[src/rtl/top_k_min_heap_tracker_macros.svh]
// ----------------------------------------------------------------------------
// top_k_min_heap_tracker_macros.svh
// Assertion macros for the top-k tracker RTL.
// ----------------------------------------------------------------------------
`ifndef TOP_K_MIN_HEAP_TRACKER_MACROS_SVH
`define TOP_K_MIN_HEAP_TRACKER_MACROS_SVH

`ifndef SYNTH
// Same-cycle implication, checked on every rising clk edge outside reset.
`define TKH_ASSERT_IMP(label, ante, cons) \
    label: assert property (@(posedge clk) disable iff (!rst_n) (ante) |-> (cons)) \
        else $error("top_k_min_heap_tracker: assertion failed");
// Next-cycle implication.
`define TKH_ASSERT_NEXT(label, ante, cons) \
    label: assert property (@(posedge clk) disable iff (!rst_n) (ante) |=> (cons)) \
        else $error("top_k_min_heap_tracker: assertion failed");
`else
`define TKH_ASSERT_IMP(label, ante, cons)
`define TKH_ASSERT_NEXT(label, ante, cons)
`endif

`endif

[src/rtl/tkh_pkg.sv]
// ----------------------------------------------------------------------------
// tkh_pkg
// Sizes and helpers for the top-k min-heap tracker.
// ----------------------------------------------------------------------------
package tkh_pkg;

    localparam int HEAP_DEPTH  = 32;
    localparam int VALUE_WIDTH = 12;

    // heap index 1..HEAP_DEPTH, fill count 0..HEAP_DEPTH
    localparam int CNT_W   = $clog2(HEAP_DEPTH + 1);
    // child index 2*pos (+1) needs one more bit
    localparam int KID_W   = CNT_W + 1;
    localparam int ADDR_W  = $clog2(HEAP_DEPTH);
    localparam int TDATA_W = ((VALUE_WIDTH + 7) / 8) * 8;

    localparam logic [CNT_W-1:0] FULL_CNT = CNT_W'(HEAP_DEPTH);
    localparam logic [CNT_W-1:0] ROOT_POS = CNT_W'(1);

    // request kind carried on s_axis_tuser
    typedef enum logic {
        REQ_PUSH  = 1'b0,
        REQ_DRAIN = 1'b1
    } req_kind_t;

    // 1-based heap index to 0-based memory address
    function automatic logic [ADDR_W-1:0] to_addr(input logic [KID_W-1:0] idx);
        logic [KID_W-1:0] t;
        t = idx - KID_W'(1);
        return t[ADDR_W-1:0];
    endfunction

endpackage

[src/rtl/tkh_ram.sv]
// ----------------------------------------------------------------------------
// tkh_ram
// Simple dual-port RAM, one write and one registered read per cycle.
// ----------------------------------------------------------------------------
module tkh_ram #(
    parameter int WIDTH = 8,
    parameter int DEPTH = 16
) (
    input  logic                     clk,
    input  logic                     wr_en,
    input  logic [$clog2(DEPTH)-1:0] wr_addr,
    input  logic [WIDTH-1:0]         wr_data,
    input  logic                     rd_en,
    input  logic [$clog2(DEPTH)-1:0] rd_addr,
    output logic [WIDTH-1:0]         rd_data
);

    logic [WIDTH-1:0] mem [DEPTH];

    always_ff @(posedge clk)
    begin
        if (wr_en)
        begin
            mem[wr_addr] <= wr_data;
        end
        // read data holds until the next read
        if (rd_en)
        begin
            rd_data <= mem[rd_addr];
        end
    end

endmodule

[src/rtl/top_k_min_heap_tracker.sv]
// A push into a non-full heap sifts up level by level; a push into a full heap compares
//   with the root and then sifts down level by level; a drain hands out each value and
//   then sifts down, and can also wait on m_axis_tready.
// Items are taken one at a time, in the idle cycle after the sequencer ends; the single
//   heap read port sets the pace.
// Reset: rst_n async active low clears fill count, sequencer and output valid only.
// ----------------------------------------------------------------------------
// top_k_min_heap_tracker
// Keeps the HEAP_DEPTH largest samples in a 1-based binary min-heap held in a
// RAM. A small sequencer walks sift-up / sift-down one level at a time using a
// single read port and a single comparator path. Sifts move a "hole" instead of
// swapping: the moving value stays in a register and is written once at the end.
// A drain pops the root repeatedly, emitting values in ascending order.
// ----------------------------------------------------------------------------
`include "top_k_min_heap_tracker_macros.svh"

module top_k_min_heap_tracker (
    input  logic                        clk,
    input  logic                        rst_n,
    // input items
    input  logic                        s_axis_tvalid,
    output logic                        s_axis_tready,
    input  logic [tkh_pkg::TDATA_W-1:0] s_axis_tdata,  // [11:0] sample_value, rest zero
    input  logic                        s_axis_tuser,  // [0] req_type (0 push, 1 drain)
    // result items
    output logic                        m_axis_tvalid,
    input  logic                        m_axis_tready,
    output logic [tkh_pkg::TDATA_W-1:0] m_axis_tdata,  // [11:0] out_value, rest zero
    output logic                        m_axis_tuser,  // [0] out_valid
    output logic                        m_axis_tlast   // out_last
);

    localparam int CW = tkh_pkg::CNT_W;
    localparam int KW = tkh_pkg::KID_W;
    localparam int VW = tkh_pkg::VALUE_WIDTH;
    localparam int AW = tkh_pkg::ADDR_W;

    typedef enum logic [3:0] {
        ST_IDLE,
        ST_EMPTY,       // drain of an empty heap: one flagged-invalid item
        ST_UP_CHK,      // sift-up: stop at root or fetch parent
        ST_UP_CMP,      // sift-up: compare with parent
        ST_ROOT_CMP,    // full heap push: compare with root
        ST_DN_CHK,      // sift-down: stop at leaf or fetch left child
        ST_DN_L,        // sift-down: left child data, fetch right child if any
        ST_DN_R,        // sift-down: pick smaller child
        ST_DN_CMP,      // sift-down: compare smaller child with moving value
        ST_POP_START,   // drain: fetch root or finish
        ST_POP_EMIT,    // drain: hand root to output, fetch last entry
        ST_POP_LAST     // drain: last entry becomes moving value at root
    } state_t;

    state_t          state_reg, state_next;
    logic            drain_reg, drain_next;
    logic [CW-1:0]   cnt_reg, cnt_next;
    logic [CW-1:0]   pos_reg, pos_next;
    logic [KW-1:0]   kid_reg, kid_next;
    logic [KW-1:0]   ckid_reg, ckid_next;
    logic [VW-1:0]   mv_reg, mv_next;
    logic [VW-1:0]   lval_reg, lval_next;
    logic [VW-1:0]   cval_reg, cval_next;
    logic            m_valid_reg, m_valid_next;
    logic [VW-1:0]   m_value_reg, m_value_next;
    logic            m_flag_reg, m_flag_next;
    logic            m_last_reg, m_last_next;

    // heap memory port signals
    logic            wr_en;
    logic [AW-1:0]   wr_addr;
    logic [VW-1:0]   wr_data;
    logic            rd_en;
    logic [AW-1:0]   rd_addr;
    logic [VW-1:0]   rd_data;

    logic            out_free;
    logic [KW-1:0]   pos_ext;
    logic [KW-1:0]   cnt_ext;
    logic [KW-1:0]   left_kid;
    state_t          done_state;

    tkh_ram #(
        .WIDTH (VW),
        .DEPTH (tkh_pkg::HEAP_DEPTH)
    ) u_heap_ram (
        .clk     (clk),
        .wr_en   (wr_en),
        .wr_addr (wr_addr),
        .wr_data (wr_data),
        .rd_en   (rd_en),
        .rd_addr (rd_addr),
        .rd_data (rd_data)
    );

    assign out_free   = !m_valid_reg || m_axis_tready;
    assign pos_ext    = {1'b0, pos_reg};
    assign cnt_ext    = {1'b0, cnt_reg};
    assign left_kid   = {pos_reg, 1'b0};
    // a finished sift returns to the drain loop or to idle
    assign done_state = drain_reg ? ST_POP_START : ST_IDLE;

    always_comb
    begin
        state_next   = state_reg;
        drain_next   = drain_reg;
        cnt_next     = cnt_reg;
        pos_next     = pos_reg;
        kid_next     = kid_reg;
        ckid_next    = ckid_reg;
        mv_next      = mv_reg;
        lval_next    = lval_reg;
        cval_next    = cval_reg;
        m_valid_next = m_valid_reg && !m_axis_tready;
        m_value_next = m_value_reg;
        m_flag_next  = m_flag_reg;
        m_last_next  = m_last_reg;
        wr_en        = 1'b0;
        wr_addr      = tkh_pkg::to_addr(pos_ext);
        wr_data      = mv_reg;
        rd_en        = 1'b0;
        rd_addr      = tkh_pkg::to_addr(KW'(1));

        unique case (state_reg)
            ST_IDLE:
            begin
                if (s_axis_tvalid)
                begin
                    mv_next    = s_axis_tdata[VW-1:0];
                    drain_next = (s_axis_tuser == tkh_pkg::REQ_DRAIN);
                    if (s_axis_tuser == tkh_pkg::REQ_DRAIN)
                    begin
                        state_next = (cnt_reg == '0) ? ST_EMPTY : ST_POP_START;
                    end
                    else if (cnt_reg < tkh_pkg::FULL_CNT)
                    begin
                        cnt_next   = cnt_reg + CW'(1);
                        pos_next   = cnt_reg + CW'(1);
                        state_next = ST_UP_CHK;
                    end
                    else
                    begin
                        rd_en      = 1'b1;   // root
                        state_next = ST_ROOT_CMP;
                    end
                end
            end

            ST_EMPTY:
            begin
                if (out_free)
                begin
                    m_valid_next = 1'b1;
                    m_value_next = '0;
                    m_flag_next  = 1'b0;
                    m_last_next  = 1'b1;
                    state_next   = ST_IDLE;
                end
            end

            ST_UP_CHK:
            begin
                if (pos_reg == tkh_pkg::ROOT_POS)
                begin
                    wr_en      = 1'b1;
                    state_next = ST_IDLE;
                end
                else
                begin
                    rd_en      = 1'b1;
                    rd_addr    = tkh_pkg::to_addr({2'b00, pos_reg[CW-1:1]});
                    state_next = ST_UP_CMP;
                end
            end

            ST_UP_CMP:
            begin
                wr_en = 1'b1;
                if (mv_reg < rd_data)
                begin
                    // parent moves down into the hole
                    wr_data    = rd_data;
                    pos_next   = pos_reg >> 1;
                    state_next = ST_UP_CHK;
                end
                else
                begin
                    state_next = ST_IDLE;
                end
            end

            ST_ROOT_CMP:
            begin
                if (mv_reg > rd_data)
                begin
                    pos_next   = tkh_pkg::ROOT_POS;
                    state_next = ST_DN_CHK;
                end
                else
                begin
                    state_next = ST_IDLE;    // sample dropped
                end
            end

            ST_DN_CHK:
            begin
                if (left_kid > cnt_ext)
                begin
                    wr_en      = 1'b1;
                    state_next = done_state;
                end
                else
                begin
                    kid_next   = left_kid;
                    rd_en      = 1'b1;
                    rd_addr    = tkh_pkg::to_addr(left_kid);
                    state_next = ST_DN_L;
                end
            end

            ST_DN_L:
            begin
                if (kid_reg < cnt_ext)
                begin
                    lval_next  = rd_data;
                    rd_en      = 1'b1;
                    rd_addr    = tkh_pkg::to_addr(kid_reg + KW'(1));
                    state_next = ST_DN_R;
                end
                else
                begin
                    cval_next  = rd_data;
                    ckid_next  = kid_reg;
                    state_next = ST_DN_CMP;
                end
            end

            ST_DN_R:
            begin
                // right child wins only when strictly smaller
                if (lval_reg > rd_data)
                begin
                    cval_next = rd_data;
                    ckid_next = kid_reg + KW'(1);
                end
                else
                begin
                    cval_next = lval_reg;
                    ckid_next = kid_reg;
                end
                state_next = ST_DN_CMP;
            end

            ST_DN_CMP:
            begin
                wr_en = 1'b1;
                if (cval_reg < mv_reg)
                begin
                    wr_data    = cval_reg;
                    pos_next   = ckid_reg[CW-1:0];
                    state_next = ST_DN_CHK;
                end
                else
                begin
                    state_next = done_state;
                end
            end

            ST_POP_START:
            begin
                if (cnt_reg == '0)
                begin
                    state_next = ST_IDLE;
                end
                else
                begin
                    rd_en      = 1'b1;   // root
                    state_next = ST_POP_EMIT;
                end
            end

            ST_POP_EMIT:
            begin
                // rd_data holds the root until the output slot frees up
                if (out_free)
                begin
                    m_valid_next = 1'b1;
                    m_value_next = rd_data;
                    m_flag_next  = 1'b1;
                    m_last_next  = (cnt_reg == CW'(1));
                    rd_en        = 1'b1;
                    rd_addr      = tkh_pkg::to_addr(cnt_ext);
                    state_next   = ST_POP_LAST;
                end
            end

            ST_POP_LAST:
            begin
                mv_next    = rd_data;
                cnt_next   = cnt_reg - CW'(1);
                pos_next   = tkh_pkg::ROOT_POS;
                state_next = ST_DN_CHK;
            end

            default:
            begin
                state_next = ST_IDLE;
            end
        endcase
    end

    always_ff @(posedge clk or negedge rst_n)
    begin
        if (!rst_n)
        begin
            state_reg   <= ST_IDLE;
            drain_reg   <= 1'b0;
            cnt_reg     <= '0;
            m_valid_reg <= 1'b0;
        end
        else
        begin
            state_reg   <= state_next;
            drain_reg   <= drain_next;
            cnt_reg     <= cnt_next;
            m_valid_reg <= m_valid_next;
        end
    end

    // payload, no reset
    always_ff @(posedge clk)
    begin
        pos_reg     <= pos_next;
        kid_reg     <= kid_next;
        ckid_reg    <= ckid_next;
        mv_reg      <= mv_next;
        lval_reg    <= lval_next;
        cval_reg    <= cval_next;
        m_value_reg <= m_value_next;
        m_flag_reg  <= m_flag_next;
        m_last_reg  <= m_last_next;
    end

    assign s_axis_tready = (state_reg == ST_IDLE);
    assign m_axis_tvalid = m_valid_reg;
    assign m_axis_tuser  = m_flag_reg;
    assign m_axis_tlast  = m_last_reg;

    always_comb
    begin
        m_axis_tdata         = '0;
        m_axis_tdata[VW-1:0] = m_value_reg;
    end

    // fill count stays within the heap
    `TKH_ASSERT_IMP(a_cnt_range, 1'b1, cnt_reg <= tkh_pkg::FULL_CNT)
    // an empty-drain item is always the last of its run
    `TKH_ASSERT_IMP(a_empty_last, m_valid_reg && !m_flag_reg, m_last_reg)
    // chosen child lies inside the heap and below the hole
    `TKH_ASSERT_IMP(a_kid_range, state_reg == ST_DN_CMP, ckid_reg <= cnt_ext && ckid_reg > pos_ext)
    // drain loop ends in idle once the heap is empty
    `TKH_ASSERT_NEXT(a_drain_end, state_reg == ST_POP_START && cnt_reg == '0, state_reg == ST_IDLE)

endmodule
[config.mk]
export PLATFORM = sky130hd
export DESIGN_NAME = top_k_min_heap_tracker
export DESIGN_NICKNAME = d
export VERILOG_FILES = /design/src/rtl/tkh_pkg.sv /design/src/rtl/tkh_ram.sv /design/src/rtl/top_k_min_heap_tracker.sv
export VERILOG_INCLUDE_DIRS = /design/src /design/src/rtl
export SDC_FILE = /design/constraint.sdc
export NUM_CORES = 1
export LEC_CHECK = 0
export BUFFER_PORTS_ARGS = -buffer_cell sky130_fd_sc_hd__buf_2
export CORE_MARGIN = 2
export CORE_UTILIZATION = 55
export DETAILED_ROUTE_END_ITERATION = 7
export PLACE_DENSITY_LB_ADDON = 0.15
export SETUP_SLACK_MARGIN = 0.2
export SLEW_MARGIN = 10
export SYNTH_ARGS = -nofsm -noshare
export SYNTH_HDL_FRONTEND = slang
export SYNTH_SLANG_ARGS = --single-unit
[constraint.sdc]
create_clock -name clk -period 5.86 [get_ports clk]
set_input_delay 0.293 -clock clk [delete_from_list [all_inputs] [get_ports clk]]
set_output_delay 0.293 -clock clk [all_outputs]
set_load 0.05 [all_outputs]
# After elaboration in Yosys (flattened, before gate mapping)
# Memory sizes are Yosys's and may differ from the RTL's. A register that Yosys moved wholly into a read port is not among the register bits.
# Cells that the tools add are included.
# totals
memories	1
ramBits	384
regBits	80
output_inout_bits	20
in_bits	21
# classes
addsub	8
muxes	63
eq_ne	22
reduce_logical	21
n_lt_le_gt_ge	7
bitwise_logic	1
# memory_table
memory	words	word_bits	read_ports	rd_clocked_by_memory_dff	write_ports	line_no	rtl
u_heap_ram.mem	32	12	1	1	1	tkh_ram.sv:18	logic [WIDTH-1:0] mem [DEPTH];
# ops
operator	n
$pmux W12 S2	4
$mux W12	7
$mux W6	8
$pmux W4 S12	1
$mux W4	10
$pmux W6 S5	1
$sub A5 B1 Y5 const B	5
$gt A12 B12 Y1	2
$lt A12 B12 Y1	2
$pmux W6 S2	2
$mux W5	4
$pmux W5 S4	1
$mux W1	17
$eq A4 B3 Y1 const B	4
$eq A4 B4 Y1 const B	4
$ne A2 B2 Y1 const B	8
$add A6 B1 Y6 const B	2
$eq A6 B1 Y1 const B	2
$reduce_and A2 Y1	5
$eq A4 B2 Y1 const B	2
$gt A7 B6 Y1	1
$lt A7 B6 Y1	1
$reduce_and A7 Y1	1
$logic_not A6 Y1	1
other kinds (19)	27

# Logic depth before layout (Yosys ltp)
# Gate-level depths: netlist of the first run.
# logic_depth
ltp_word	5
ltp_mapped	15

# Hierarchy
# Synthesis of the first run repeated with hierarchy kept, for this count alone.
# unflattened
cells_unflattened	1362
hier_area_um2	20723.6
# modules_own_cells
module	instances	area_per_inst_um2	seq_area_each_um2	cells_each
tkh_ram	1	15588.7	11891.4	868
top_k_min_heap_tracker	1	5134.9	2342.2	494

# Worst setup path after synthesis of the first run
# Ideal clock, no wire load.
# synth_timing
kind	reg-to-reg
startpoint	register state_reg[0]
endpoint	register pos_reg[0], enable pin
synth_period_minus_slack_ps	3748
required_ps	5497
t_arrival_ps	3385
path_stages_with_launch	7
path_buffers	1
path_slack_ps	2112
path_cell_list	dfrtp_1 buf_6 nor4_1 nand2_1 nor3_1 o221ai_1 a21oi_1
# synth_between
elab_chain_len	3
# synth_rtl
item	line_no	rtl
from (decl)	top_k_min_heap_tracker.sv:53	state_t state_reg, state_next;
from (signal assigned)	top_k_min_heap_tracker.sv:321	state_reg <= state_next;
$logic_not A4 Y1 *	n/a	
via s_axis_tready	top_k_min_heap_tracker.sv:22	output logic s_axis_tready,
$reduce_bool A5 Y1 (no source line) (tied with other cells)	n/a	
$reduce_and A7 Y1 (no source line) *	n/a	
to (signal assigned)	top_k_min_heap_tracker.sv:331	pos_reg <= pos_next;
to (decl)	top_k_min_heap_tracker.sv:56	logic [CW-1:0] pos_reg, pos_next;
# The timed path passes the listed nets; every way through them passes the cells marked *.
# A chain may end at the register's enable or synchronous reset.

# Worst setup path after layout of the first run
# layout_timing
startpoint	register state_reg[3]
endpoint	register u_heap_ram.rd_data[8] (read register of u_heap_ram.mem), data pin
# layout_between
elab_chain_len	2
# layout_rtl
item	line_no	rtl
$eq A4 B4 Y1 (tied with other cells)	top_k_min_heap_tracker.sv:122	unique case (state_reg)
$pmux W1 S6 or $pmux W5 S4 (tied branches)	top_k_min_heap_tracker.sv:122	
to (decl)	tkh_ram.sv:15	output logic [WIDTH-1:0] rd_data
# Several ways; a longest one is shown, not always the timed one.

==> results.cfg, run 1 <==
[critical_path]
startpoint_type = flip-flop
ff2ff_setup_slack_ps = 1120
cp_slowest_cell = dfrtp_1
critPathMaxStageDelay_ps = 640
rr_worst_depth = 12
critPathRequiredTime_ps = 6130
r2r_end = u_heap_ram.rd_data[8]
cp_max_fo = 24
rr_startpoint = state_reg[3]
crit_end = u_heap_ram.rd_data[8]
cp_cell_sequence = inv_1 -> nor2_1 -> nand2_1 -> inv_1 -> nand2_1 -> o22ai_1 -> a21o_1 -> and3_1 -> buf_4 -> nand3_1 -> a31oi_1 -> a211oi_1
arrival_ps = 5010
path_class = reg -> reg
cp-end-kind = flip-flop
worstSetupStartpoint = state_reg[3]

[cts]
ctsHoldBuffers = 12
h-tree-depth = 2
path_clk_slew_ps = 50
post-cts-setup-buffers = 0
clock-root-buffer = clkbuf_16
cts_tree = built
cts_made_buffers = 49
cts_sinks = 476
cts_resized = 0
cts_max_path_buffers = 3
clock_latency_ps = 590

[flow_run]
cap_violations = 0

[placed_design]
placed_area_sq_um = 21900
io_buffers = 32
gp_congestion = 0.868
place_hpwl_um = 31100

[sta]
tightestPinTransition_ps = 1250
fin_crit_sh_pct = 80.8
fin_skew_ps = 21.3
fin_crit_ps = 4740
max_freq_ghz = 0.211
finalHoldViolCount = 0
setup_viol = 0
slew_headroom_pct = 16.7
tns_ps = 0
rsz0062_at_grt = false
drv_slew = 0

[drt]
first_pass_iters = 6
drc = 0
final_antenna_net_count = 0
wl_per_cell_um = 23.6
avgViaCountPerCell = 5.99
wirelength_um = 50400
num_vias = 12820
drt_iter0_drc = 1292

[pwr]
pwr-share-clk_pct = 26.5
p_sw_share_pct = 34.9
power.switching_mw = 3.94
vdd_drop_max_v = 0.000297
p_leak_nw = 8.18
powerDensity_nw_per_um2 = 479
pwr-share-seq_pct = 42.0
combPwrFrac_pct = 31.5
p_int_mw = 7.36

[final_layout]
synthToLayoutAreaGrowth_pct = 13.5
antenna_cells = 0
fin_nets = 1669
final_util_pct = 63.0
final_common_cell = edfxtp_1
drive_gt1_share_pct = 16.0
final_cell_mix = 464 x edfxtp_1, 252 x nand2_1, 85 x nand3_1
top_register = u_heap_ram.mem
final_area_sq_um = 23600
largest_register_ffs = 384

[floorplan]
pin_count = 41
rows = 71
dieArea_sq_um = 39400
die_h_um = 198
start_util_pct = 55.5
core_sq_um = 37500
dieWidth_um = 198

[logic_synthesis]
yosys-top-cells-area = edfxtp_1 67%, nand2_1 4.5%, ha_1 3.4%
synthSimpleGateAreaFrac_pct = 9.87
syn-cell-area_sq_um = 20800
synth_seq_cells = 476
yosys.area_share.adder_pct = 3.37
async_flop_share_pct = 2.52
syn_inst = 1505
yosys_warnings = 0
yosysSeqAreaShare_pct = 68.4
synth_top_family_by_area = simple AND/OR/NAND/NOR gates
synthMuxAreaShare_pct = 6.13
netlist-cell-type-count = 64
synth_flop_cell = edfxtp_1
synth_edf_count = 464
synthXorXnorAreaFrac_pct = 0.800
synth_compound_area_share_pct = 8.46
syn_area_per_cell_sq_um = 13.8
yosysTopAreaCell = edfxtp_1
synth_top_area_share_pct = 67.0

[grt]
grt_first_pass_wirelength_um = 75700
grt_max_degree = 59
antenna_found_initial = 2
grt_pass1_vias = 12599
grt-ovfl-total = 0
track_usage_pct = 26.2

[status]
status = finished, final reports clean

[hold_path]
worst_hold_path_type = in -> reg
[logic make-up after synthesis]
logic type,Yosys count
DFF,476
and+or+nand+nor,471
AOI/OAI and AO/OA,241
buffers and inverters,121
muxes,120
adders and majority gates,56
xor gates and xnor gates,19
other,1
[synthesized netlist by cell type (12+ instances only)]
cell and number:
a21o_1 16, a21oi_1 26, a22oi_1 29, a31oi_1 27
a32oi_1 47, and3_1 13, buf_2 22, buf_4 12
clkbuf_1 33, dfrtp_1 12, edfxtp_1 464, ha_1 56
inv_1 43, mux2_2 58, mux2i_1 61, nand2_1 252
nand3_1 85, nor2_1 70, nor3_1 13, o21ai_0 31
o31ai_1 13, xnor2_1 15
[routing by layer]
| metal | vias up | track usage [%] | wire [um] |
|---|---|---|---|
| met3 | 108 | 4.83 | 3670 |
| met5 | - | 0 | 0 |
| met1 | 6339 | 36.1 | 21500 |
| li1 | 5886 | - | - |
| met4 | 0 | 8.96 | 1470 |
| met2 | 487 | 42.3 | 23800 |
[per-stage QoR]
| step | instances | worst slack [ps] | hold slack, ps | power (mW) |
|---|---|---|---|---|
| final | 2140 | 1120 | 40.2 | 11.3 |
| after detailed placement | 2040 | 1330 | 195 | 8.31 |
| after floorplan | 1508 | 2110 | -2.59 | 7.04 |
| after global routing | 2140 | 904 | 43.2 | 11.8 |
| after CTS | 2140 | 1310 | 22.3 | 11.3 |
| after global placement | 2040 | 1410 | 186 | 8.23 |
[worst max-delay path, delay by kind of cell, from the launching register on]
family	cells	cell delay (ps)
buffers and inverters	3	890
flip-flops	1	640
AND/OR/NAND/NOR	5	1650
AO/OA/AOI/OAI	4	1240
[power by group through the flow]
stage                     Sequential, mW  Combinational [mW]  Clock (mW)
after floorplan                     4.78                2.25           0
after global placement              4.80                3.43           0
after detailed placement            4.81                3.51           0
after CTS                           4.74                3.52        3.04
after global routing                4.78                3.86        3.15
final                               4.75                3.56        2.99
[how the worst min path moves through the flow]
| stage | startpoint | end | slack [ps] | cells past startpoint |
|---|---|---|---|---|
| after global routing | s_axis_tdata[3] | mv_reg[3] | 40 | 3 |
| final | s_axis_tdata[3] | mv_reg[3] | 40 | 3 |
| after detailed placement | rst_n | cnt_reg[0] | 200 | 1 |
| after CTS | s_axis_tdata[0] | mv_reg[0] | 20 | 3 |
| after floorplan | rst_n | cnt_reg[0] | -3 | 0 |
| after global placement | rst_n | cnt_reg[3] | 190 | 1 |
[area by class of cell]
type	instances	area, sq um
Multi-Input combinational cell	911	6200
Sequential cell	476	14200
Fill cell	2836	13900
Clock inverter	29	248
Tap cell	511	639
Inverter	43	161
Timing Repair Buffer	111	833
Clock buffer	59	1280
Note: power is estimated with default switching activity, not from simulation.
==> inputs of run 2 (changes only) <==
- clock period: 5.86 -> 4.18 ns (I/O delays scaled with it)
==> run 2 against run 1 <==
  * Global-route usage rose by 0.18 points
  * Flip-flop and latch count unchanged
  * Total power rose by 43%
  * Non-clock buffer count increased by 37
  * Wire length is 0.40% higher
  * Clock-buffer cell count up 1
  * Sequential share of layout area down 1.1 points
  * Combinational power rose by 50%
  * Clock skew increased by 5.8 ps
  * Die area did not move
  * Highest routed layer is now met5
==> results.cfg, run 2 (same netlist as run 1, synthesis figures left out) <==
[sta]
drv_slew = 0
fin_crit_ps = 3840
rsz0062_at_grt = true
finalHoldViolCount = 0
tightestPinTransition_ps = 1190
tns_ps = 0
fin_crit_sh_pct = 92.0
max_freq_ghz = 0.260
slew_headroom_pct = 20.2
fin_skew_ps = 27.1
setup_viol = 0

[flow_run]
cap_violations = 0

[critical_path]
arrival_ps = 4180
cp_cell_sequence = inv_1 -> buf_4 -> ha_1 -> a21o_1 -> a211o_1 -> nor3_4 -> a221o_4 -> buf_4 -> mux2i_1 -> a32oi_1 -> a31oi_1 -> a211oi_2
r2r_end = u_heap_ram.rd_data[10]
cp_slowest_cell = a211oi_2
rr_startpoint = cnt_reg[4]
rr_worst_depth = 12
startpoint_type = flip-flop
cp_max_fo = 31
cp-end-kind = flip-flop
ff2ff_setup_slack_ps = 340
crit_top_cell = buf_4
path_class = reg -> reg
critPathMaxStageDelay_ps = 440
critical_path.top_delay_family = compound AO/OA/AOI/OAI gates
critPathRequiredTime_ps = 4520
worst-path-buf-inv = 3

[grt]
antenna_found_initial = 4
track_usage_pct = 26.4
grt_pass1_vias = 12812
grt-ovfl-total = 0
grt_first_pass_wirelength_um = 76600
grt_max_degree = 61

[final_layout]
final_area_sq_um = 24000
top_register = u_heap_ram.mem
largest_register_ffs = 384
instances_no_fill = 2176
fin_nets = 1706
final_common_cell = edfxtp_1
drive_gt1_share_pct = 17.9
synthToLayoutAreaGrowth_pct = 15.5
final_cell_mix = 464 x edfxtp_1, 252 x nand2_1, 88 x buf_4

[pwr]
vdd_drop_max_v = 0.000383
p_sw_share_pct = 34.2
powerDensity_nw_per_um2 = 671
power.switching_mw = 5.51
combPwrFrac_pct = 33.1
p_int_mw = 10.6
p_leak_nw = 8.39
power_mw = 16.1
pwr-share-seq_pct = 40.4
pwr-share-clk_pct = 26.4

[drt]
drc = 0
avgViaCountPerCell = 6.02
wirelength_um = 50600
drt_iter0_drc = 1273
final_antenna_net_count = 0
wl_per_cell_um = 23.3
first_pass_iters = 5
num_vias = 13099

[cts]
cts_max_path_buffers = 3
clock-root-buffer = clkbuf_16
cts_tree = built
cts_made_buffers = 49
post-cts-setup-buffers = 0
h-tree-depth = 2
cts_sinks = 476
path_clk_slew_ps = 60
clock_latency_ps = 580

[placed_design]
dpl.cell_count = 2073
place_hpwl_um = 32600
gp_congestion = 0.900
placed_area_sq_um = 22300
io_buffers = 32

[floorplan]
pin_count = 41
start_util_pct = 55.5
dieWidth_um = 198
rows = 71
die_h_um = 198
core_sq_um = 37500
dieArea_sq_um = 39400

[status]
status = finished, final reports clean

[hold_path]
worst_hold_path_type = in -> reg
worstHoldPathCells = 3
min_to = drain_reg
holdCritStartpoint = s_axis_tvalid
run 2: power groups by stage:
stage          Sequential, mW  Clock [mW]  Combinational, mW
6_report                 6.52        4.26               5.34
5_1_grt                  6.56        4.50               5.79
4_1_cts                  6.52        4.32               5.28
3_5_place_dp             6.62           0               5.23
3_3_place_gp             6.60           0               5.14
2_1_floorplan            6.70           0               3.16
run 2: worst max-delay path by stage:
stage	slack [ps]	start	endpoint	cells past startpoint
CTS	270	cnt_reg[2]	u_heap_ram.rd_data[10]	11
floorplan	430	state_reg[0]	pos_reg[0]	6
detailed placement	30	cnt_reg[2]	u_heap_ram.rd_data[10]	11
global placement	70	cnt_reg[2]	u_heap_ram.rd_data[10]	11
global route	90	cnt_reg[4]	u_heap_ram.mem[24][0]	9
finish	340	cnt_reg[4]	u_heap_ram.rd_data[10]	12
run 2: per-stage QoR:
step,util [%],hold slack [ps],setup slack (ps)
floorplan,-,-86.6,432
global placement,59.4,101,65.8
detailed placement,59.4,108,31.0
CTS,64.0,14.2,274
global route,64.1,43.2,90.3
finish,64.1,36.0,336
run 2: cell type report:
type	instances	area, sq um
Inverter	43	161
Fill cell	2796	13500
Antenna cell	1	2.50
Tap cell	511	639
Multi-Input combinational cell	911	6220
Clock inverter	26	282
Clock buffer	60	1270
Sequential cell	476	14200
Timing Repair Buffer	148	1230
run 2: worst reg2reg max path, delay by kind of cell, from the launching register on:
family	cells	cell delay (ps)
AND/OR/NAND/NOR	1	390
AO/OA/AOI/OAI	6	1730
flip-flops	1	410
buffers and inverters	3	620
adder cells (fa/ha/maj)	1	310
multiplexers	1	150
run 2: per-layer routing:
metal | up-vias | routed length, um | track usage [%]
met3 | 99 | 4130 | 6.97
met2 | 500 | 23600 | 41.6
met4 | 4 | 1530 | 8.87
li1 | 5957 | - | -
met5 | - | 70 | 1.15
met1 | 6539 | 21300 | 35.8
run 2: timing repair:
action	CTS	global route
setup endpoints to repair	1	134
hold buffers	15	0
resized for setup	1	8
endpoints found under the hold margin	28	0
